$ cat config.mk
export PLATFORM = sky130hd
export DESIGN_NAME = amo_ctrl
export DESIGN_NICKNAME = d
export VERILOG_FILES = /design/src/amo_pkg.sv /design/src/amo_ctrl.sv
export SDC_FILE = /design/constraint.sdc
export NUM_CORES = 1
export LEC_CHECK = 0
export BUFFER_PORTS_ARGS = -buffer_cell sky130_fd_sc_hd__buf_4
export CORE_AREA = 2 2 39 41
export DETAILED_ROUTE_END_ITERATION = 7
export DIE_AREA = 0 0 41 43
export PLACE_DENSITY_LB_ADDON = 0.1
export REMOVE_ABC_BUFFERS = 1
export SLEW_MARGIN = 15
export SYNTH_ARGS = -nofsm -noshare
export SYNTH_HDL_FRONTEND = slang
export SYNTH_SLANG_ARGS = --single-unit
export TNS_END_PERCENT = 5
$ cat constraint.sdc
create_clock -name clk -period 1.8 [get_ports clk]
set_input_delay 0.09 -clock clk [delete_from_list [all_inputs] [get_ports clk]]
set_output_delay 0.09 -clock clk [all_outputs]
set_load 0.02 [all_outputs]
$ cat src/amo_pkg.sv
// ----------------------------------------------------------------------------
// amo_pkg
// Shared types and constants of the atomic memory operation unit.
// ----------------------------------------------------------------------------
package amo_pkg;

	// Default depth of the word store.
	localparam int WORDS_DEF = 256;

	localparam int DATA_W = 64;
	localparam int OP_W   = 4;
	localparam int IDX_W  = 8;
	localparam int BIT_W  = 6;

	// Request packing in s_tdata, lowest bit first.
	localparam int OP_LSB   = 0;
	localparam int SIZE_LSB = OP_LSB + OP_W;
	localparam int IDX_LSB  = SIZE_LSB + 1;
	localparam int OPA_LSB  = IDX_LSB + IDX_W;
	localparam int OPB_LSB  = OPA_LSB + DATA_W;
	localparam int BIT_LSB  = OPB_LSB + DATA_W;
	localparam int IN_BITS  = BIT_LSB + BIT_W;
	localparam int IN_W     = ((IN_BITS + 7) / 8) * 8;

	// Result packing in m_tdata, lowest bit first.
	localparam int CAS_POS  = DATA_W;
	localparam int BWS_POS  = DATA_W + 1;
	localparam int OUT_BITS = DATA_W + 2;
	localparam int OUT_W    = ((OUT_BITS + 7) / 8) * 8;

	typedef enum logic [OP_W-1:0] {
		OP_LOAD  = 4'd0,
		OP_STORE = 4'd1,
		OP_CAS   = 4'd2,
		OP_ADD   = 4'd3,
		OP_INC   = 4'd4,
		OP_DEC   = 4'd5,
		OP_OR    = 4'd6,
		OP_AND   = 4'd7,
		OP_XCHG  = 4'd8,
		OP_TSET  = 4'd9,
		OP_TCLR  = 4'd10
	} op_t;

	// Commands from the controller to the datapath.
	typedef struct packed {
		logic clr_en;   // write zero at the clear counter address
		logic rd_en;    // capture request and read the addressed word
		logic mod_en;   // modify, write back and load the result register
	} amo_cmd_t;

	// Status from the datapath to the controller.
	typedef struct packed {
		logic clr_last; // clear counter is at the last word
	} amo_sts_t;

endpackage

$ cat src/amo_ctrl.sv
// ----------------------------------------------------------------------------
// amo_ctrl
// Controller: clearing pass, request acceptance and result handshake.
// ----------------------------------------------------------------------------
module amo_ctrl (
	input  logic               clk,
	input  logic               arst_n,
	input  logic               s_tvalid,
	output logic               s_tready,
	output logic               m_tvalid,
	input  logic               m_tready,
	output amo_pkg::amo_cmd_t  cmd,
	input  amo_pkg::amo_sts_t  sts
);
	import amo_pkg::*;

	typedef enum logic [2:0] {
		ST_CLEAR  = 3'b001,
		ST_IDLE   = 3'b010,
		ST_MODIFY = 3'b100
	} state_t;

	state_t state_q;
	state_t state_d;
	logic   out_vld_q;
	logic   out_free;

	assign out_free = !out_vld_q || m_tready;
	assign s_tready = (state_q == ST_IDLE);
	assign m_tvalid = out_vld_q;

	always_comb begin
		state_d    = state_q;
		cmd.clr_en = 1'b0;
		cmd.rd_en  = 1'b0;
		cmd.mod_en = 1'b0;
		case (state_q)
			ST_CLEAR: begin
				cmd.clr_en = 1'b1;
				if (sts.clr_last) begin
					state_d = ST_IDLE;
				end
			end
			ST_IDLE: begin
				if (s_tvalid) begin
					cmd.rd_en = 1'b1;
					state_d   = ST_MODIFY;
				end
			end
			ST_MODIFY: begin
				// The read-modify-write completes only when the result register can take it.
				if (out_free) begin
					cmd.mod_en = 1'b1;
					state_d    = ST_IDLE;
				end
			end
			default: begin
				state_d = ST_CLEAR;
			end
		endcase
	end

	always_ff @(posedge clk or negedge arst_n) begin
		if (!arst_n) begin
			state_q   <= ST_CLEAR;
			out_vld_q <= 1'b0;
		end else begin
			state_q <= state_d;
			if (cmd.mod_en) begin
				out_vld_q <= 1'b1;
			end else if (m_tready) begin
				out_vld_q <= 1'b0;
			end
		end
	end

	a_no_accept_in_clear: assert property (@(posedge clk) disable iff (!arst_n)
		(state_q == ST_CLEAR) |-> !s_tready)
		else $error("request accepted during clearing pass");

	a_accept_to_modify: assert property (@(posedge clk) disable iff (!arst_n)
		(s_tvalid && s_tready) |=> (state_q == ST_MODIFY))
		else $error("accepted request did not reach modify");

	a_modify_needs_room: assert property (@(posedge clk) disable iff (!arst_n)
		cmd.mod_en |-> (!out_vld_q || m_tready))
		else $error("result register overwritten");

	a_modify_gives_result: assert property (@(posedge clk) disable iff (!arst_n)
		cmd.mod_en |=> m_tvalid)
		else $error("modify did not present a result");

endmodule

# Word level (Yosys, flattened, before mapping)
# Index checks and enable logic that the tools add are counted.
classes:
  n_eq_ne: 6
  n_reduce_logical: 4
  n_mux: 11
op_table:
  columns: ["op", "n"]
  rows:
  - ["two-way mux 3 bit", 3]
  - ["case mux 3 bit (3 select lines)", 1]
  - ["two-way mux 1 bit", 7]
  - ["inequality test 2 bit, second input constant", 3]
  - ["== test 3 x 1 -> 1 bit, second input constant", 1]
  - ["== test 3 x 2 -> 1 bit, second input constant", 1]
  - ["== test 3 bit, second input constant", 1]
  - ["AND reduction 3 bit", 1]
  - ["nonzero test 2 bit", 1]
  - ["logical NOT 1 bit", 1]
  - ["logical OR 1 bit", 1]
word_totals:
  input_bits: 5
  register_bits: 4
  wordCells: 23
  output_inout_bits: 5

# Logic depth before layout (Yosys ltp)
logic_depth:
  depth_word: 5
  depth_mapped: 3
  depth_no_buf: 3

# Worst setup path after synthesis
# No wires, ideal clock.
synth_path:
  path_type: "reg-to-output"
  from: "reg state_q[0]"
  to: "out cmd[2] in the netlist's numbering"
  t_arrival_ns: 1.067
  required_time_ns: 1.710
  path_stages_with_launch: 2
  n_path_buf: 0
  slack_ns: 0.643
  path_cell_list: "dfstp_2 nor3b_1"
synth_lines:
  columns: ["item", "line", "rtl"]
  rows:
  - ["from (decl)", "amo_ctrl.sv:23", "state_t state_q;"]
  - ["from (signal assigned)", "amo_ctrl.sv:68", "state_q <= state_d;"]
  - ["to (decl)", "amo_ctrl.sv:12", "output amo_pkg::amo_cmd_t cmd,"]

==> impl_results.md <==
* Run status: complete, no violations
* Setup WS pre-CTS at 630 ps
* Period utilization at 0.783
* CTS Buffer Depth at 2
* Highest clock rate at 710 MHz
* TritonCTS buffer count at 3
* DIE AREA at 1760 um2
* Detailed-route vias per instance at 3.87
* Ratio of cells with drive above 1 in the final layout at 0.389
* Sum of negative setup slack at 0 ps
* #FFs+latches synth at 4
* Setup ws final at 391 ps
* Sequential element share of the synthesized area at 0.494
* Util after Layout at 0.238
* Buffers inserted by post-CTS timing repair at 0
* Total core area at 1380 um2
* Clock share of power at 0.252
* Met2 global-route usage at 0.0875
* Worst-Skew Late Latency at 230 ps
* Type of element launching the critical path: register
* Time the final worst path needs with I/O delays and setup at 1410 ps
* First-pass GRT wire length at 793 um
* Final Setup Violations at 0
* Via Count at 201
* Max incr delay on CP at 560 ps
* Busiest metal layer after global routing: met4
* Largest net degree at the start of global routing at 7
* Antenna diodes at 0
* I/O Buffers at 9
* TritonCTS clock tree: done
* Design internal power at 303 uW
* Grt ovf at 0
* Initial cell density of the core at 0.148
* Critical Path Sink Type: output port
* Met3 track utilization from global routing at 0.0314
* Switching power summed over all nets at 173 uW
* Transition time at the pin with the least slew margin at 194 ps
* Die height at 43 um
* Worst clock skew on the final layout at 5.34 ps
* Iteration-0 DRC Markers at 9
* Clk root buf: sky130_fd_sc_hd__clkbuf_4
* Worst rel slew slack at 0.871
* Cells along the critical path: nand2b_1 > nor2_2 > and2_1 > buf_4
* Setup CP Type: reg -> out
* Global Route Usage Sum at 0.0765
* Arr. time, crit path at 1320 ps
* Power Density at 1450 nW/um2
* Post-cts gate resize count at 0
* Worst IR drop on VDD at 0.000423 V
* Global placement routability congestion at 0.658
* Area added between synthesis and finish at 60.4%
* Fraction of power spent switching nets at 0.364
* Count of hold buffers inserted by post-cts repair at 1
* Post-Syn Instances at 22
* Slowest cell on the critical path: sky130_fd_sc_hd__dfstp_2
* Cell Area, Synth at 205 um2
* Net count, final at 42
* Rows at 14
* CP top delay family: flip-flops
* R2R setup slack at 760 ps
* Unrepaired setup endpoints after global routing: no
* Met1 routing resource usage after global routing at 0.0877
* Vias in the first global route at 178
* DRC Markers at 0
* Clock sink count at 4
* Maximum level of the CTS H-tree at 1
* Post-layout power at 476 uW
* Power share of the combinational group at 0.399
* Static leakage at 0.160 nW
* Number of antenna violations at the first check in global routing at 0
* Final WL at 504 um
* Die span in x at 41 um
* Sequential power share at 0.348
* Crit path max fanout at 5
* Wirelength per Cell at 9.69 um
* Synthesized area per cell at 9.33 um2
* Endpoints failing hold at 0
* Max-cap violation count at 0
* Hold/Removal Path Class: in -> reg
* Clock slew at reported path FFs at 40 ps
* DP Wirelength at 408 um
* Number of pins exceeding their max-slew limit in the final report at 0
* Warnings from Yosys at 0
* Number of top-level design ports at 10
* DRT antenna net count at 0
* Buf+Inv Stages, Crit Path at 1
* Worst path required time at 1710 ps
* Total iterations of the first detailed-routing run at 4
* Number of distinct library cells after synthesis at 15
area by class of cell:
type	count	area [um2]
Clock buffer	4	26.3
Fill cell	153	1050
Inverter	1	3.75
Multi-Input combinational cell	17	100
Sequential cell	4	101
Tap cell	16	20.0
Timing Repair Buffer	10	77.6
power groups by stage:
stage | Clock (mW) | Combinational, mW | Sequential, mW
5_1_grt | 0.129 | 0.209 | 0.169
6_report | 0.120 | 0.190 | 0.166
4_1_cts | 0.126 | 0.193 | 0.167
3_3_place_gp | 0 | 0.193 | 0.167
3_5_place_dp | 0 | 0.191 | 0.168
2_1_floorplan | 0 | 0.121 | 0.155
through the flow:
| step | instance area (um2) | instances | hold WS (ps) |
|---|---|---|---|
| after floorplan | 205 | 22 | -206 |
| after global placement | 293 | 47 | -112 |
| after detailed placement | 293 | 47 | -111 |
| after CTS | 329 | 52 | 153 |
| after global routing | 329 | 52 | 184 |
| final | 329 | 52 | 155 |
metal layers:
layer | vias to the layer above | wire length, um
li1 | 104 | -
met1 | 85 | 236
met2 | 10 | 219
met3 | 2 | 33
met4 | 0 | 14
met5 | - | 0
tightest hold or removal path, stage by stage:
cell and delay, ps:
sky130_fd_sc_hd__buf_4 120, sky130_fd_sc_hd__nand3_1 80, sky130_fd_sc_hd__a21oi_1 60
cell families after synthesis:
| logic type | count (synthesis) | share of synthesized area |
|---|---|---|
| AND/OR/NAND/NOR | 13 | 0.372 |
| flip-flops | 4 | 0.494 |
| AO/OA/AOI/OAI | 4 | 0.116 |
| buffers and inverters | 1 | 0.0183 |
cell usage in the layout, fill, tap and decap left out:
cell,Yosys,layout
sky130_fd_sc_hd__and2_1,1,1
sky130_fd_sc_hd__clkbuf_4,0,3
sky130_fd_sc_hd__dfstp_2,1,1
sky130_fd_sc_hd__nand2_1,1,1
sky130_fd_sc_hd__buf_4,0,9
sky130_fd_sc_hd__nand3_1,2,2
sky130_fd_sc_hd__nand2b_1,2,2
sky130_fd_sc_hd__clkbuf_1,0,1
sky130_fd_sc_hd__nor2_2,1,1
sky130_fd_sc_hd__o21ai_1,2,2
sky130_fd_sc_hd__dlygate4sd3_1,0,1
sky130_fd_sc_hd__a21oi_1,1,1
sky130_fd_sc_hd__o2bb2ai_1,1,1
sky130_fd_sc_hd__inv_1,1,1
sky130_fd_sc_hd__dfrtp_1,3,3
sky130_fd_sc_hd__and2b_1,1,1
sky130_fd_sc_hd__nand3b_1,2,2
sky130_fd_sc_hd__nor2_1,2,2
sky130_fd_sc_hd__nor3b_1,1,1
cell usage after synthesis, drive strengths merged:
master / count / area [um2]
a21oi: 1 / 5.00
nand2: 1 / 3.75
inv: 1 / 3.75
nor2: 3 / 13.8
nor3b: 1 / 7.51
nand2b: 2 / 12.5
and2b: 1 / 7.51
dfstp: 1 / 26.3
nand3: 2 / 10.0
o21ai: 2 / 10.0
nand3b: 2 / 15.0
dfrtp: 3 / 75.1
and2: 1 / 6.26
o2bb2ai: 1 / 8.76
path summary, 6_finish.rpt:
path / from / to / cells past startpoint
setup / recovery: state_q[0] / cmd[1] / 4
hold / removal: s_tvalid / state_q[2] / 3
setup reg to reg: state_q[0] / state_q[1] / 3
hold reg to reg: state_q[0] / state_q[2] / 1
max in group asynchronous: arst_n / state_q[0] / 2
min in group asynchronous: arst_n / state_q[1] / 2
flip-flops by register name (all words and copies together), names as in the netlist:
name	count
state_q	3
m_tvalid	1
(Power assumes the default switching activity.)
